===== src/rtl/cst_pkg.sv =====
// Package for the C-style source tokenizer: widths, modes, kind codes, tables.
// No dependencies.
package cst_pkg;

    localparam int MAX_KEYWORD_LEN = 11;
    localparam int KIND_W = 7;
    localparam int MAX_RES = 4;
    localparam int CNT_W = 3;
    localparam int QUEUE_DEPTH = 4;

    typedef enum logic [9:0] {
        M_IDLE     = 10'b0000000001,
        M_COMMENT  = 10'b0000000010,
        M_STR      = 10'b0000000100,
        M_STR_ESC  = 10'b0000001000,
        M_FSTR     = 10'b0000010000,
        M_FSTR_ESC = 10'b0000100000,
        M_NUMBER   = 10'b0001000000,
        M_WORD     = 10'b0010000000,
        M_PEND_F   = 10'b0100000000,
        M_PEND_OP  = 10'b1000000000
    } t_mode;

    localparam logic [KIND_W-1:0] K_EOF = 7'd0;
    localparam logic [KIND_W-1:0] K_FSTR = 7'd1;
    localparam logic [KIND_W-1:0] K_STR = 7'd2;
    localparam logic [KIND_W-1:0] K_NUM = 7'd3;
    localparam logic [KIND_W-1:0] K_IDENT = 7'd4;

    localparam logic CMD_BYTE = 1'b0;
    localparam logic CMD_END = 1'b1;

    typedef struct packed {
        logic                has_byte;
        logic [7:0]          token_byte;
        logic                token_done;
        logic [KIND_W-1:0]   token_kind;
        logic                last;
    } t_res;

    // One classified input transaction: up to four results, plus count.
    typedef struct packed {
        logic [CNT_W-1:0]    count;
        t_res [MAX_RES-1:0]  res;
    } t_bundle;

    function automatic t_res mk_byte(input logic [7:0] b);
        t_res r;
        r = '0;
        r.has_byte = 1'b1;
        r.token_byte = b;
        return r;
    endfunction

    function automatic t_res mk_done(input logic [KIND_W-1:0] k);
        t_res r;
        r = '0;
        r.token_done = 1'b1;
        r.token_kind = k;
        return r;
    endfunction

    function automatic logic is_digit(input logic [7:0] b);
        return b >= 8'h30 && b <= 8'h39;
    endfunction

    function automatic logic is_alpha(input logic [7:0] b);
        return (b >= 8'h61 && b <= 8'h7a) || (b >= 8'h41 && b <= 8'h5a);
    endfunction

    function automatic logic is_word(input logic [7:0] b);
        return is_alpha(b) || is_digit(b) || b == 8'h5f;
    endfunction

    function automatic logic is_space(input logic [7:0] b);
        return b == 8'h20 || (b >= 8'd9 && b <= 8'd13);
    endfunction

    function automatic logic [KIND_W-1:0] single_kind(input logic [7:0] b);
        logic [KIND_W-1:0] k;
        unique case (b)
            "(": k = 7'd55;
            ")": k = 7'd56;
            "{": k = 7'd57;
            "}": k = 7'd58;
            "[": k = 7'd59;
            "]": k = 7'd60;
            ";": k = 7'd61;
            ",": k = 7'd62;
            ".": k = 7'd63;
            "~": k = 7'd64;
            "@": k = 7'd65;
            default: k = 7'd0;
        endcase
        return k;
    endfunction

    function automatic logic [KIND_W-1:0] alone_kind(input logic [7:0] c);
        logic [KIND_W-1:0] k;
        unique case (c)
            "+": k = 7'd33;
            "-": k = 7'd37;
            "*": k = 7'd39;
            "/": k = 7'd41;
            "%": k = 7'd43;
            "=": k = 7'd45;
            "!": k = 7'd47;
            "<": k = 7'd49;
            ">": k = 7'd51;
            "&": k = 7'd53;
            default: k = 7'd0;
        endcase
        return k;
    endfunction

    function automatic logic [KIND_W-1:0] pair_kind(input logic [7:0] c,
                                                    input logic [7:0] n);
        logic [KIND_W-1:0] k;
        k = 7'd0;
        if (n == "=") begin
            unique case (c)
                "+": k = 7'd31;
                "-": k = 7'd34;
                "*": k = 7'd38;
                "/": k = 7'd40;
                "%": k = 7'd42;
                "=": k = 7'd44;
                "!": k = 7'd46;
                "<": k = 7'd48;
                ">": k = 7'd50;
                default: k = 7'd0;
            endcase
        end else if (c == "+" && n == "+") k = 7'd32;
        else if (c == "-" && n == "-") k = 7'd35;
        else if (c == "-" && n == ">") k = 7'd36;
        else if (c == "&" && n == "&") k = 7'd52;
        else if (c == "|" && n == "|") k = 7'd54;
        return k;
    endfunction

    // Keyword table: 27 spellings, left-aligned in 16 bytes.
    localparam int NKW = 27;
    typedef struct packed {
        logic [16*8-1:0] text;
        logic [4:0]      len;
        logic [KIND_W-1:0] kind;
    } t_kw;

    function automatic t_kw kw(input string s, input int k);
        t_kw e;
        e = '0;
        for (int i = 0; i < 16; i++) begin
            if (i < s.len()) e.text[(15-i)*8 +: 8] = s[i];
        end
        e.len = 5'(s.len());
        e.kind = KIND_W'(k);
        return e;
    endfunction

    function automatic t_kw kw_entry(input int i);
        t_kw e;
        unique case (i)
            0: e = kw("int", 5);
            1: e = kw("string", 6);
            2: e = kw("float", 7);
            3: e = kw("double", 7);
            4: e = kw("bool", 8);
            5: e = kw("void", 9);
            6: e = kw("return", 10);
            7: e = kw("if", 11);
            8: e = kw("else", 12);
            9: e = kw("while", 13);
            10: e = kw("for", 14);
            11: e = kw("do", 15);
            12: e = kw("break", 16);
            13: e = kw("continue", 17);
            14: e = kw("true", 18);
            15: e = kw("false", 19);
            16: e = kw("cast", 20);
            17: e = kw({"static", "_cast"}, 21);
            18: e = kw("free", 22);
            19: e = kw("class", 23);
            20: e = kw("constructor", 24);
            21: e = kw("private", 25);
            22: e = kw("protected", 26);
            23: e = kw("global", 27);
            24: e = kw("self", 28);
            25: e = kw("struct", 29);
            26: e = kw("const", 30);
            default: e = '0;
        endcase
        return e;
    endfunction

endpackage


===== src/rtl/cst_stream_if.sv =====
// Valid/ready stream interfaces for the tokenizer channels.
// Depends on cst_pkg.
interface cst_in_if;
    logic       valid;
    logic       ready;
    logic       cmd;
    logic [7:0] text_byte;
    modport source (output valid, cmd, text_byte, input ready);
    modport sink (input valid, cmd, text_byte, output ready);
endinterface

interface cst_out_if;
    logic                       valid;
    logic                       ready;
    logic                       has_byte;
    logic [7:0]                 token_byte;
    logic                       token_done;
    logic [cst_pkg::KIND_W-1:0] token_kind;
    logic                       last;
    modport source (output valid, has_byte, token_byte, token_done, token_kind, last,
                    input ready);
    modport sink (input valid, has_byte, token_byte, token_done, token_kind, last,
                  output ready);
endinterface


===== src/rtl/cst_front.sv =====
// Front end: lexer state machine, turns one input transaction into a result bundle.
// Depends on cst_pkg.
module cst_front #(
    parameter int MaxKwLen = cst_pkg::MAX_KEYWORD_LEN
) (
    input  logic             i_clk,
    input  logic             i_rst_n,
    input  logic             i_fire,
    input  logic             i_cmd,
    input  logic [7:0]       i_byte,
    output cst_pkg::t_bundle o_bundle
);
    localparam int LW = $clog2(MaxKwLen + 2);
    localparam int IW = $clog2(MaxKwLen);

    cst_pkg::t_mode r_mode, n_mode;
    logic [7:0]     r_held, n_held;
    logic           r_dot, n_dot;
    logic [LW-1:0]  r_len, n_len;
    logic [7:0]     r_buf [MaxKwLen];
    logic           wr_en;
    logic [IW-1:0]  wr_idx;
    logic [7:0]     wr_byte;

    // Keyword lookup over the current buffer; len of the word is given.
    function automatic logic [cst_pkg::KIND_W-1:0] word_kind(
        input logic [LW-1:0] len, input logic [7:0] bufv [MaxKwLen]);
        logic [cst_pkg::KIND_W-1:0] k;
        cst_pkg::t_kw e;
        logic ok;
        k = cst_pkg::K_IDENT;
        for (int i = 0; i < cst_pkg::NKW; i++) begin
            e = cst_pkg::kw_entry(i);
            ok = (32'(e.len) == 32'(len)) && (32'(len) <= MaxKwLen);
            for (int j = 0; j < MaxKwLen; j++) begin
                if (j < 16 && 32'(j) < 32'(len) && bufv[j] != e.text[(15-j)*8 +: 8])
                    ok = 1'b0;
                if (j >= 16 && 32'(j) < 32'(len)) ok = 1'b0;
            end
            if (ok && k == cst_pkg::K_IDENT) k = e.kind;
        end
        return k;
    endfunction

    always_comb begin
        cst_pkg::t_bundle bd;
        logic [cst_pkg::KIND_W-1:0] k;
        logic restart;
        logic [7:0] b;
        bd = '0;
        n_mode = r_mode;
        n_held = r_held;
        n_dot = r_dot;
        n_len = r_len;
        wr_en = 1'b0;
        wr_idx = '0;
        wr_byte = '0;
        restart = 1'b0;
        b = i_byte;
        if (i_cmd == cst_pkg::CMD_END) begin
            unique case (r_mode)
                cst_pkg::M_STR: begin
                    bd.res[bd.count[1:0]] = cst_pkg::mk_done(cst_pkg::K_STR);
                    bd.count++;
                end
                cst_pkg::M_FSTR: begin
                    bd.res[bd.count[1:0]] = cst_pkg::mk_done(cst_pkg::K_FSTR);
                    bd.count++;
                end
                cst_pkg::M_STR_ESC, cst_pkg::M_FSTR_ESC: begin
                    bd.res[0] = cst_pkg::mk_byte("\\");
                    bd.res[1] = cst_pkg::mk_done((r_mode == cst_pkg::M_FSTR_ESC) ?
                                                 cst_pkg::K_FSTR : cst_pkg::K_STR);
                    bd.count = 3'd2;
                end
                cst_pkg::M_NUMBER: begin
                    bd.res[0] = cst_pkg::mk_done(cst_pkg::K_NUM);
                    bd.count = 3'd1;
                end
                cst_pkg::M_WORD: begin
                    bd.res[0] = cst_pkg::mk_done(word_kind(r_len, r_buf));
                    bd.count = 3'd1;
                end
                cst_pkg::M_PEND_F: begin
                    bd.res[0] = cst_pkg::mk_byte("f");
                    bd.res[1] = cst_pkg::mk_done(cst_pkg::K_IDENT);
                    bd.count = 3'd2;
                end
                cst_pkg::M_PEND_OP: begin
                    k = cst_pkg::alone_kind(r_held);
                    if (k != '0) begin
                        bd.res[0] = cst_pkg::mk_byte(r_held);
                        bd.res[1] = cst_pkg::mk_done(k);
                        bd.count = 3'd2;
                    end
                end
                default: ;
            endcase
            bd.res[bd.count[1:0]] = cst_pkg::mk_done(cst_pkg::K_EOF);
            bd.count++;
            n_mode = cst_pkg::M_IDLE;
            n_held = '0;
            n_dot = 1'b0;
            n_len = '0;
        end else begin
            unique case (r_mode)
                cst_pkg::M_COMMENT: begin
                    if (b == 8'h0a) n_mode = cst_pkg::M_IDLE;
                end
                cst_pkg::M_STR, cst_pkg::M_FSTR: begin
                    if (b == "\"") begin
                        bd.res[0] = cst_pkg::mk_done((r_mode == cst_pkg::M_FSTR) ?
                                                     cst_pkg::K_FSTR : cst_pkg::K_STR);
                        bd.count = 3'd1;
                        n_mode = cst_pkg::M_IDLE;
                    end else if (b == "\\") begin
                        n_mode = (r_mode == cst_pkg::M_FSTR) ? cst_pkg::M_FSTR_ESC
                                                             : cst_pkg::M_STR_ESC;
                    end else begin
                        bd.res[0] = cst_pkg::mk_byte(b);
                        bd.count = 3'd1;
                    end
                end
                cst_pkg::M_STR_ESC, cst_pkg::M_FSTR_ESC: begin
                    bd.res[0] = cst_pkg::mk_byte((b == "n") ? 8'h0a :
                                                 (b == "t") ? 8'h09 : b);
                    bd.count = 3'd1;
                    n_mode = (r_mode == cst_pkg::M_FSTR_ESC) ? cst_pkg::M_FSTR
                                                             : cst_pkg::M_STR;
                end
                cst_pkg::M_NUMBER: begin
                    if (cst_pkg::is_digit(b) || (b == "." && !r_dot)) begin
                        if (b == ".") n_dot = 1'b1;
                        bd.res[0] = cst_pkg::mk_byte(b);
                        bd.count = 3'd1;
                    end else begin
                        bd.res[0] = cst_pkg::mk_done(cst_pkg::K_NUM);
                        bd.count = 3'd1;
                        restart = 1'b1;
                    end
                end
                cst_pkg::M_PEND_F: begin
                    if (b == "\"") begin
                        n_mode = cst_pkg::M_FSTR;
                    end else begin
                        // The held f becomes a one-letter word; a word byte joins it, any other byte closes it.
                        bd.res[0] = cst_pkg::mk_byte("f");
                        bd.count = 3'd1;
                        if (cst_pkg::is_word(b)) begin
                            bd.res[1] = cst_pkg::mk_byte(b);
                            bd.count = 3'd2;
                            // Only "f" is in the buffer; b is written at index 1.
                            wr_en = 1'b1;
                            wr_idx = IW'(1);
                            wr_byte = b;
                            n_len = LW'(2);
                            n_mode = cst_pkg::M_WORD;
                        end else begin
                            bd.res[1] = cst_pkg::mk_done(cst_pkg::K_IDENT);
                            bd.count = 3'd2;
                            restart = 1'b1;
                        end
                    end
                end
                cst_pkg::M_WORD: begin
                    if (cst_pkg::is_word(b)) begin
                        if (32'(r_len) < MaxKwLen) begin
                            wr_en = 1'b1;
                            wr_idx = r_len[IW-1:0];
                            wr_byte = b;
                        end
                        if (32'(r_len) <= MaxKwLen) n_len = r_len + LW'(1);
                        bd.res[0] = cst_pkg::mk_byte(b);
                        bd.count = 3'd1;
                    end else begin
                        bd.res[0] = cst_pkg::mk_done(word_kind(r_len, r_buf));
                        bd.count = 3'd1;
                        restart = 1'b1;
                    end
                end
                cst_pkg::M_PEND_OP: begin
                    if (r_held == "/" && b == "/") begin
                        n_mode = cst_pkg::M_COMMENT;
                    end else if (cst_pkg::pair_kind(r_held, b) != '0) begin
                        bd.res[0] = cst_pkg::mk_byte(r_held);
                        bd.res[1] = cst_pkg::mk_byte(b);
                        bd.res[2] = cst_pkg::mk_done(cst_pkg::pair_kind(r_held, b));
                        bd.count = 3'd3;
                        n_mode = cst_pkg::M_IDLE;
                    end else begin
                        k = cst_pkg::alone_kind(r_held);
                        if (k != '0) begin
                            bd.res[0] = cst_pkg::mk_byte(r_held);
                            bd.res[1] = cst_pkg::mk_done(k);
                            bd.count = 3'd2;
                        end
                        restart = 1'b1;
                    end
                end
                default: restart = 1'b1;
            endcase
            if (restart) begin
                // Byte starts a new token from idle unless it is space or unknown, appended after any close results.
                n_mode = cst_pkg::M_IDLE;
                if (cst_pkg::is_space(b)) begin
                end else if (b == "f") begin
                    // The f is stored now in case it turns out to start a word.
                    n_mode = cst_pkg::M_PEND_F;
                    wr_en = 1'b1;
                    wr_idx = '0;
                    wr_byte = "f";
                end else if (b == "\"") begin
                    n_mode = cst_pkg::M_STR;
                end else if (cst_pkg::is_digit(b)) begin
                    n_mode = cst_pkg::M_NUMBER;
                    n_dot = 1'b0;
                    bd.res[bd.count[1:0]] = cst_pkg::mk_byte(b);
                    bd.count++;
                end else if (cst_pkg::is_alpha(b) || b == "_") begin
                    n_mode = cst_pkg::M_WORD;
                    wr_en = 1'b1;
                    wr_idx = '0;
                    wr_byte = b;
                    n_len = LW'(1);
                    bd.res[bd.count[1:0]] = cst_pkg::mk_byte(b);
                    bd.count++;
                end else if (cst_pkg::single_kind(b) != '0) begin
                    bd.res[bd.count[1:0]] = cst_pkg::mk_byte(b);
                    bd.count++;
                    bd.res[bd.count[1:0]] = cst_pkg::mk_done(cst_pkg::single_kind(b));
                    bd.count++;
                end else if (cst_pkg::alone_kind(b) != '0 || b == "|") begin
                    n_mode = cst_pkg::M_PEND_OP;
                    n_held = b;
                end
            end
        end
        if (bd.count != '0) bd.res[bd.count[1:0] - 2'd1].last = 1'b1;
        o_bundle = bd;
    end

    always_ff @(posedge i_clk) begin
        if (!i_rst_n) begin
            r_mode <= cst_pkg::M_IDLE;
            r_held <= '0;
            r_dot <= 1'b0;
            r_len <= '0;
        end else if (i_fire) begin
            r_mode <= n_mode;
            r_held <= n_held;
            r_dot <= n_dot;
            r_len <= n_len;
        end
    end

    // Word buffer: at most one byte is written per accepted transaction.
    always_ff @(posedge i_clk) begin
        if (i_fire && wr_en) r_buf[wr_idx] <= wr_byte;
    end
endmodule


===== src/rtl/cst_back.sv =====
// Back end: bundle queue and serializer playing results out one per cycle while ready.
// Depends on cst_pkg.
module cst_back #(
    parameter int Depth = cst_pkg::QUEUE_DEPTH
) (
    input  logic             i_clk,
    input  logic             i_rst_n,
    input  logic             i_push,
    input  cst_pkg::t_bundle i_bundle,
    output logic             o_can_push,
    output logic             o_valid,
    output cst_pkg::t_res    o_res,
    input  logic             i_ready
);
    localparam int AW = $clog2(Depth);

    cst_pkg::t_bundle r_q [Depth];
    logic [AW-1:0]    r_wp, r_rp;
    logic [AW:0]      r_cnt;
    logic [1:0]       r_idx;
    logic             pop, pop_ent, push_ok;
    cst_pkg::t_bundle head;

    assign head = r_q[r_rp];
    assign push_ok = i_push && i_bundle.count != '0;
    assign o_valid = r_cnt != '0;
    assign o_res = head.res[r_idx];
    assign pop = o_valid && i_ready;
    assign pop_ent = pop && ({1'b0, r_idx} + 3'd1 == head.count);
    // Room is judged from the registered count only, so output ready never
    // reaches input ready in the same cycle.
    assign o_can_push = 32'(r_cnt) < Depth;

    always_ff @(posedge i_clk) begin
        if (push_ok) r_q[r_wp] <= i_bundle;
    end

    always_ff @(posedge i_clk) begin
        if (!i_rst_n) begin
            r_wp <= '0;
            r_rp <= '0;
            r_cnt <= '0;
            r_idx <= '0;
        end else begin
            if (push_ok) r_wp <= (32'(r_wp) == Depth - 1) ? '0 : r_wp + AW'(1);
            if (pop_ent) begin
                r_rp <= (32'(r_rp) == Depth - 1) ? '0 : r_rp + AW'(1);
                r_idx <= '0;
            end else if (pop) begin
                r_idx <= r_idx + 2'd1;
            end
            r_cnt <= r_cnt + (AW+1)'(push_ok) - (AW+1)'(pop_ent);
        end
    end
endmodule


===== src/rtl/c_style_source_tokenizer_core.sv =====
// C-style source tokenizer: input byte stream to token text and kind stream.
// Depends on cst_pkg, cst_stream_if, cst_front and cst_back.
//
// Usage: s_in carries transactions of cmd and text_byte; cmd 0 delivers one
// source byte, cmd 1 marks end of source. m_out carries result transactions,
// one text byte (has_byte) or one token close (token_done with token_kind),
// with last set on the final result caused by an input transaction.
// An input transaction that causes no result produces nothing on m_out.
// The front end updates the lexer state in the cycle it accepts a transaction
// and writes up to four results as one bundle into a four-entry queue.
// The back end plays bundles out one result per cycle while m_out is ready;
// each bundle is registered in the queue before its first result appears. One
// input transaction is accepted per cycle while the queue has room; sustained
// throughput is one input per cycle until output bursts fill the queue, bounded
// by the one-result-per-cycle output port. When m_out stalls, results hold and
// the queue fills, and then s_in ready drops. Synchronous reset returns the lexer
// to idle between tokens and empties the queue; end of source returns it to idle.
module c_style_source_tokenizer_core #(
    parameter int MaxKwLen   = cst_pkg::MAX_KEYWORD_LEN,
    parameter int QueueDepth = cst_pkg::QUEUE_DEPTH
) (
    input  logic    i_clk,
    input  logic    i_rst_n,
    cst_in_if.sink  s_in,
    cst_out_if.source m_out
);
    cst_pkg::t_bundle bundle;
    cst_pkg::t_res    res;
    logic             can_push, fire;

    assign s_in.ready = can_push;
    assign fire = s_in.valid && can_push;

    cst_front #(.MaxKwLen(MaxKwLen)) u_front (
        .i_clk(i_clk), .i_rst_n(i_rst_n), .i_fire(fire),
        .i_cmd(s_in.cmd), .i_byte(s_in.text_byte), .o_bundle(bundle)
    );

    cst_back #(.Depth(QueueDepth)) u_back (
        .i_clk(i_clk), .i_rst_n(i_rst_n), .i_push(fire), .i_bundle(bundle),
        .o_can_push(can_push), .o_valid(m_out.valid), .o_res(res),
        .i_ready(m_out.ready)
    );

    assign m_out.has_byte = res.has_byte;
    assign m_out.token_byte = res.token_byte;
    assign m_out.token_done = res.token_done;
    assign m_out.token_kind = res.token_kind;
    assign m_out.last = res.last;
endmodule


===== src/flat_wrapper.sv =====
// flat-port wrapper written by rule: the top's interface ports become plain ports
module c_style_source_tokenizer_core_flat 
#(
    parameter int MaxKwLen   = cst_pkg::MAX_KEYWORD_LEN,
    parameter int QueueDepth = cst_pkg::QUEUE_DEPTH
)
  (i_clk, i_rst_n, s_in_valid, s_in_cmd, s_in_text_byte, s_in_ready, m_out_valid, m_out_has_byte, m_out_token_byte, m_out_token_done, m_out_token_kind, m_out_last, m_out_ready);
  cst_in_if s_in_i ();
  cst_out_if m_out_i ();
  input  logic i_clk;
  input  logic i_rst_n;
  input wire logic [$bits(s_in_i.valid)-1:0] s_in_valid;
  input wire logic [$bits(s_in_i.cmd)-1:0] s_in_cmd;
  input wire logic [$bits(s_in_i.text_byte)-1:0] s_in_text_byte;
  output wire logic [$bits(s_in_i.ready)-1:0] s_in_ready;
  output wire logic [$bits(m_out_i.valid)-1:0] m_out_valid;
  output wire logic [$bits(m_out_i.has_byte)-1:0] m_out_has_byte;
  output wire logic [$bits(m_out_i.token_byte)-1:0] m_out_token_byte;
  output wire logic [$bits(m_out_i.token_done)-1:0] m_out_token_done;
  output wire logic [$bits(m_out_i.token_kind)-1:0] m_out_token_kind;
  output wire logic [$bits(m_out_i.last)-1:0] m_out_last;
  input wire logic [$bits(m_out_i.ready)-1:0] m_out_ready;
  assign s_in_i.valid = s_in_valid;
  assign s_in_i.cmd = s_in_cmd;
  assign s_in_i.text_byte = s_in_text_byte;
  assign s_in_ready = s_in_i.ready;
  assign m_out_valid = m_out_i.valid;
  assign m_out_has_byte = m_out_i.has_byte;
  assign m_out_token_byte = m_out_i.token_byte;
  assign m_out_token_done = m_out_i.token_done;
  assign m_out_token_kind = m_out_i.token_kind;
  assign m_out_last = m_out_i.last;
  assign m_out_i.ready = m_out_ready;
  c_style_source_tokenizer_core #(.MaxKwLen(MaxKwLen), .QueueDepth(QueueDepth)) u_core (.i_clk(i_clk), .i_rst_n(i_rst_n), .s_in(s_in_i), .m_out(m_out_i));
endmodule

===== config.mk =====
export PLATFORM = sky130hd
export DESIGN_NAME = c_style_source_tokenizer_core_flat
export DESIGN_NICKNAME = d
export VERILOG_FILES = /design/src/rtl/cst_pkg.sv /design/src/rtl/cst_stream_if.sv /design/src/rtl/cst_front.sv /design/src/rtl/cst_back.sv /design/src/rtl/c_style_source_tokenizer_core.sv /design/src/flat_wrapper.sv
export SDC_FILE = /design/constraint.sdc
export NUM_CORES = 1
export LEC_CHECK = 0
export BUFFER_PORTS_ARGS = -buffer_cell sky130_fd_sc_hd__buf_2
export CAP_MARGIN = 20
export CORE_MARGIN = 2
export CORE_UTILIZATION = 37
export CTS_CLUSTER_DIAMETER = 40
export DETAILED_ROUTE_END_ITERATION = 10
export GPL_ROUTABILITY_DRIVEN = 0
export PLACE_DENSITY = 0.51
export SLEW_MARGIN = 40
export SYNTH_ARGS = -nofsm -noshare
export SYNTH_HDL_FRONTEND = slang
export SYNTH_SLANG_ARGS = --single-unit

===== constraint.sdc =====
create_clock -name i_clk -period 7.3 [get_ports i_clk]
set_clock_uncertainty 0.15 [all_clocks]
set_input_delay 0.365 -clock i_clk [delete_from_list [all_inputs] [get_ports i_clk]]
set_output_delay 0.365 -clock i_clk [all_outputs]
set_load 0.01 [all_outputs]

==> results.cfg, run 1 <==
[final_layout]
final_util_pct = 43.4
fin_nets = 1731
layout_commonest_cell = edfxtp_1
final_layout_size_suffix_gt1_share_pct = 18.2
final_area_mm2 = 0.0243
layoutNonFillerInstCount = 2505
antenna_cells = 0
syn2layout_area_growth_pct = 16.6
fillerInstances = 5101
mostFrequentLayoutCells = edfxtp_1, nor2_1, nand2_1, mux4_2, a21oi_1

[outcome]
outcome = completed

[power_and_ir_drop]
leakagePower_nw = 8.13
vdd_drop_max_mv = 0.166
p_per_area_mw_per_mm2 = 273
totalPowerFinal_mw = 6.64

[floorplan]
dieArea_mm2 = 0.0583
rows = 87
die_w_um = 241
start_util_pct = 37.2
die_h_um = 241
ioPinCount = 33
core_mm2 = 0.0561

[timing]
tightestPinTransition_ns = 0.873
min_period_ns = 5.99
hold_viol_final = 0
slew_viol_final = 0
tns_ns = 0
clock.fmax_ghz = 0.167
fin_crit_sh_pct = 82.1
max_slew_margin_pct = 41.3
finalSetupViolations = 0
rsz0062_at_grt = no

[setup_path]
path_max_fanout = 19
end_kind = flop
startpoint_type = flop
critical_path_class = reg -> reg
critPathArrivalTime_ns = 6.33
startpoint = u_core.u_front.r_held[3]$_SDFFE_PN0P_
r2r-start = u_core.u_front.r_held[3]$_SDFFE_PN0P_
crit_required_ns = 7.64

[clocking]
numClockSinks = 418
postCtsHoldBufs = 1
cts-root-buf = clkbuf_16
numCtsBuffers = 68
worstSkewPairLatency_ns = 0.60
cts_resized = 0
clk_pin_slew_ns = 0.05
clk_path_buf_depth = 3
cts_setup_buffers = 0
htreeDepth = 3
cts_tree = yes

[routing]
vias = 14600
met2WireLength_um = 27300
first_iter_violations = 1592
antenna_left = 0
routed.top_layer = met4
via_per_inst = 5.82
drt-total-wl_um = 59300
met1_length_um = 25900
drc = 0
drt_pre_antenna_iters = 6
wl_per_cell_um = 23.7
met3_wirelength_um = 4060

[grt]
antenna_found_initial = 2
grt_max_degree = 65
grt_overflow = 0
gr-usage-all-layers_pct = 20.6
grt_pass1_wl_um = 89500
grt_pass1_vias = 14200

[synthesis]
synthArstFlopShare_pct = 0
avgSynthCellArea_um2 = 12.8
yosysWarnings = 0
yosys.cell_types.count = 91
synth_cells = 1632
synthesis.area_mm2 = 0.0208
yosysSeqAreaShare_pct = 58.6
synth_top_flop_cell = edfxtp_1
ys_ff_latch = 418
synth_edf_count = 384

[placement]
port_buffers = 32
dpl_cell_area_mm2 = 0.0220
place_inst = 2380
place_hpwl_um = 40600

[worst_hold_path]
hold_start = i_rst_n
worstHoldPathType = in -> reg

[flow_run]
maxCapViolations = 0
-- final cells by class --
type	instances	area, um2	area share [%]
inverter	38	143	0.587
clock inverter	46	542	2.23
sequential	418	12200	50.3
tap	756	946	3.89
multi-input combinational	1112	8260	34.0
timing repair buffer	57	417	1.71
clock buffer	78	1770	7.28
-- routing by layer --
metal  global-route usage, %  vias to the layer above
li1                        -                     6541
met1                    28.0                     7319
met2                    32.5                      590
met3                    4.35                      141
met4                    7.86                        0
met5                       0                        -
-- Yosys cell counts, types with 5 or more instances --
| cell | count | area (um2) |
|---|---|---|
| nand3b_1 | 10 | 75.1 |
| nor2_1 | 168 | 631 |
| nand4_1 | 27 | 169 |
| and3_1 | 20 | 125 |
| nor4bb_1 | 6 | 60.1 |
| mux4_2 | 92 | 2070 |
| dfxtp_1 | 34 | 681 |
| nor3_1 | 43 | 215 |
| o21ai_0 | 74 | 370 |
| buf_2 | 12 | 60.1 |
| nand2_1 | 120 | 450 |
| a211oi_1 | 10 | 75.1 |
| mux2i_1 | 11 | 110 |
| o22ai_1 | 12 | 75.1 |
| a21oi_1 | 74 | 370 |
| nand3_1 | 37 | 185 |
| or3b_2 | 5 | 43.8 |
| or3_1 | 10 | 62.6 |
| and2_1 | 21 | 131 |
| clkbuf_1 | 61 | 229 |
| o21a_1 | 5 | 37.5 |
| nor3b_1 | 16 | 120 |
| a31o_2 | 10 | 87.6 |
| or4_1 | 8 | 60.1 |
| and4_1 | 7 | 61.3 |
| a22oi_1 | 7 | 52.6 |
| buf_1 | 11 | 41.3 |
| nor4b_1 | 10 | 87.6 |
| nor2b_1 | 30 | 188 |
| xor2_1 | 7 | 61.3 |
| a21boi_0 | 14 | 105 |
| xnor2_1 | 6 | 52.6 |
| nor4_1 | 28 | 175 |
| edfxtp_1 | 384 | 11500 |
| a31oi_1 | 22 | 138 |
| ha_1 | 22 | 275 |
| or2_2 | 7 | 43.8 |
| inv_1 | 37 | 139 |
| nand2b_1 | 16 | 100 |
| a41oi_1 | 8 | 70.1 |
| o31ai_1 | 7 | 52.6 |
| nand4b_1 | 15 | 131 |
| a32oi_1 | 5 | 43.8 |
| a21o_1 | 13 | 97.6 |
-- sequential cells by signal, indices dropped and copies added, names as in the netlist, named ones only --
name                   count
u_core.u_front.r_buf      88
u_core.u_back.r_wp         2
u_core.u_back.r_cnt        3
u_core.u_back.r_rp         2
u_core.u_front.r_dot       1
u_core.u_front.r_len       4
u_core.u_front.r_held      8
u_core.u_back.r_idx        2
u_core.u_front.r_mode     10
u_core.u_back.r_q        296
-- power breakdown --
| part | switching, mW | internal (mW) |
|---|---|---|
| sequential | 0.0783 | 2.71 |
| clock | 1.19 | 2.00 |
| combinational | 0.364 | 0.292 |
| total | 1.63 | 5.01 |
-- path summary, 6_finish.rpt --
path                                            to  slack (ns)  cells past startpoint
max              u_core.u_back.r_cnt[2]$_SDFF_PN0_        1.31                     23
min          u_core.u_front.r_mode[0]$_SDFFE_PN1P_        0.09                      2
max reg2reg      u_core.u_back.r_cnt[2]$_SDFF_PN0_        1.31                     23
min reg2reg     u_core.u_back.r_wp[1]$_SDFFE_PN0P_        0.36                      2
-- cell families (layout without fill, tap and decap cells) --
group | after synthesis | in the layout | synth area share (%)
AO/OA/AOI/OAI | 320 | 320 | 10.4
XOR/XNOR | 13 | 13 | 0.546
adder cells (fa/ha/maj) | 23 | 23 | 1.42
buffers and inverters | 124 | 219 | 2.35
flip-flops | 418 | 418 | 58.6
multiplexers | 106 | 106 | 10.6
other | 1 | 23 | 0.0180
AND/OR/NAND/NOR | 627 | 627 | 16.1
-- stage by stage --
| step | worst slack, ns | hold WS [ns] |
|---|---|---|
| after floorplan | 1.59 | 0.318 |
| after global placement | 1.46 | 0.336 |
| after detailed placement | 1.27 | 0.350 |
| after CTS | 1.38 | 0.0535 |
| after global routing | 0.776 | 0.0877 |
| final | 1.31 | 0.0869 |
-- critical path, cell delays in order, from the launching register on --
cell	delay, ns
dfxtp_1	0.71
or3b_2	0.28
o21a_1	0.17
a21oi_1	0.07
o21ai_0	0.60
a41oi_2	0.35
nor2_1	0.45
inv_1	0.20
ha_1	0.42
nor2_1	0.17
mux2i_1	0.08
o21ai_0	0.23
a21oi_1	0.10
a32o_1	0.27
a21oi_4	0.26
inv_1	0.07
ha_1	0.27
inv_1	0.06
ha_1	0.13
inv_1	0.05
fa_1	0.37
xnor2_1	0.15
xnor2_1	0.13
and2_1	0.15
Power figures use the tool's default switching activity.
==> inputs of run 2 (changes only) <==
--- a/config.mk
+++ b/config.mk
@@ -5,6 +5,7 @@
 export SDC_FILE = /design/constraint.sdc
 export NUM_CORES = 1
 export LEC_CHECK = 0
+export ABC_AREA = 1
 export BUFFER_PORTS_ARGS = -buffer_cell sky130_fd_sc_hd__buf_2
 export CAP_MARGIN = 20
 export CORE_MARGIN = 2
==> constraint.sdc (replaced) <==
create_clock -name i_clk -period 5.8 [get_ports i_clk]
set_clock_uncertainty 0.15 [all_clocks]
set_input_delay 0.29 -clock i_clk [delete_from_list [all_inputs] [get_ports i_clk]]
set_output_delay 0.29 -clock i_clk [all_outputs]
set_load 0.01 [all_outputs]
==> results.cfg, run 2 <==
[grt]
grt_max_degree = 76
gr-usage-all-layers_pct = 22.1
grt_pass1_vias = 16900
grt_overflow = 0
grt_pass1_wl_um = 101000
antenna_found_initial = 8

[setup_path]
end_kind = flop
startpoint = u_core.u_front.r_mode[2]$_SDFFE_PN0P_
critical_path_class = reg -> reg
crit_slowest_cell = nor2_2
reg2reg_slack_ns = 0.42
crit_top_cell = inv_1
critPathArrivalTime_ns = 5.75
max_stage_delay_ns = 0.39
path_max_fanout = 11
crit_required_ns = 6.17
startpoint_type = flop
r2r-start = u_core.u_front.r_mode[2]$_SDFFE_PN0P_

[worst_hold_path]
worstHoldPathType = in -> reg
hold_start = s_in_valid

[clocking]
worstSkewPairLatency_ns = 0.60
clk_path_buf_depth = 3
htreeDepth = 3
numClockSinks = 418
cts-root-buf = clkbuf_16
clk_pin_slew_ns = 0.05
cts_tree = yes
cts_setup_buffers = 0
numCtsBuffers = 67

[synthesis]
ys_ff_latch = 418
synth_cells = 2313
synthArstFlopShare_pct = 0
synth_edf_count = 384
synth_top_flop_cell = edfxtp_1
synthesis.area_mm2 = 0.0213
yosysWarnings = 0
yosysTopAreaCell = edfxtp_1
synth_most_common_cell = nor2_1
synth_top_area_share_pct = 54.1
avgSynthCellArea_um2 = 9.21
synthTopCellsByCount = nor2_1, edfxtp_1, nand2_1
yosys.cell_types.count = 62
synthTopCellsByArea = edfxtp_1, nor2_1, nand2_1
yosysSeqAreaShare_pct = 57.3

[routing]
drc = 0
drt-total-wl_um = 66200
via_per_inst = 5.49
wl_per_cell_um = 20.6
antenna_left = 0
first_iter_violations = 1900
drt_pre_antenna_iters = 7
vias = 17700

[timing]
tns_ns = 0
hold_viol_final = 0
tightestPinTransition_ns = 0.806
rsz0062_at_grt = no
fin_crit_sh_pct = 92.8
finalSetupViolations = 0
min_period_ns = 5.38
max_slew_margin_pct = 46.0
slew_viol_final = 0
clock.fmax_ghz = 0.186

[placement]
place_hpwl_um = 45800
dpl_cell_area_mm2 = 0.0227
port_buffers = 32

[power_and_ir_drop]
totalPowerFinal_mw = 9.02
p_per_area_mw_per_mm2 = 359
leakagePower_nw = 9.59
vdd_drop_max_mv = 0.199

[final_layout]
layout_commonest_cell = nor2_1
top_regs = u_core.u_back.r_q x296, u_core.u_front.r_buf x88, u_core.u_front.r_mode x10
fin_nets = 2435
fillerInstances = 5414
seq_area_mm2 = 0.0122
final_layout_size_suffix_gt1_share_pct = 11.4
multi_input_area_mm2 = 0.00790
mostFrequentLayoutCells = nor2_1, edfxtp_1, nand2_1, inv_1, o21ai_0
largest_register_ffs = 296
largest-register = u_core.u_back.r_q
final_area_mm2 = 0.0251
syn2layout_area_growth_pct = 17.7

[floorplan]
ioPinCount = 33
dieArea_mm2 = 0.0595
die_h_um = 244
start_util_pct = 37.6
rows = 87
die_w_um = 244
core_mm2 = 0.0567

[flow_run]
maxCapViolations = 0

[outcome]
outcome = completed
run 2: cell count changes after synthesis, moves of 27 or more:
cell      before  now
nor3_1        43   75
o21ai_0       74  210
nor2_1       168  408
nand2_1      120  330
nand3_1       37  115
inv_1         37  243
o211ai_1       3   31
o221ai_1       2   59
mux4_2        92    0
inv_2          0   27
nor2b_1       30    0
run 2: area by class of cell:
class,instances,area share (%)
sequential,418,48.7
multi-input combinational,1562,31.5
clock buffer,76,7.15
inverter,273,4.11
tap,756,3.77
timing repair buffer,77,2.42
clock inverter,47,2.30
antenna,6,0.0598
run 2: critical path, delay by kind of cell (launching register included):
family | cells | cell delay (ns)
simple gates | 12 | 2.47
fa+ha+maj | 4 | 1.04
buf+inv | 8 | 0.71
compound gates | 4 | 0.61
flops | 1 | 0.33
run 2: logic make-up (layout without fill, tap and decap cells):
group,count (synthesis),in the layout,share of synthesized area [%]
other cells,1,29,0.0176
compound gates,473,473,13.6
buf+inv,355,473,6.38
flops,418,418,57.3
simple gates,1042,1042,21.3
xor+xnor,1,1,0.0411
fa+ha+maj,23,23,1.39
run 2: layer usage:
| layer | up-vias | wire length (um) | GRT usage [%] |
|---|---|---|---|
| met1 | 8488 | 27900 | 28.7 |
| li1 | 8290 | - | - |
| met5 | - | 23 | 0 |
| met3 | 174 | 4580 | 4.68 |
| met2 | 704 | 30900 | 35.9 |
| met4 | 4 | 2900 | 9.18 |
run 2: what timing repair did:
item                                    4_1_cts  5_1_grt
hold buffers                                  2        0
hold endpoints to repair                      7        0
gates resized for setup                       0        2
endpoints found under the setup margin        0        2
run 2: worst paths after layout:
| check | endpoint | cells after the start |
|---|---|---|
| min | u_core.u_front.r_len[1]$_SDFFE_PN0P_ | 5 |
| max | u_core.u_back.r_cnt[2]$_SDFF_PN0_ | 28 |
| max reg2reg | u_core.u_back.r_cnt[2]$_SDFF_PN0_ | 28 |
| min reg2reg | u_core.u_front.r_held[7]$_SDFFE_PN0P_ | 2 |
run 2: stage by stage:
step                setup slack (ns)  cells  hold WS [ns]  utilization [%]
floorplan                      0.316   2335         0.294                -
global placement               0.511   3084         0.318             39.9
global route                  0.0854   3212        0.0465             44.2
detailed placement             0.359   3084         0.320             40.0
finish                         0.420   3215        0.0369             44.2
CTS                            0.330   3209        0.0135             44.2
run 2: where the power goes:
part           switching [mW]  internal (mW)
Clock                    1.47           2.66
Combinational           0.942          0.415
Sequential             0.0667           3.46
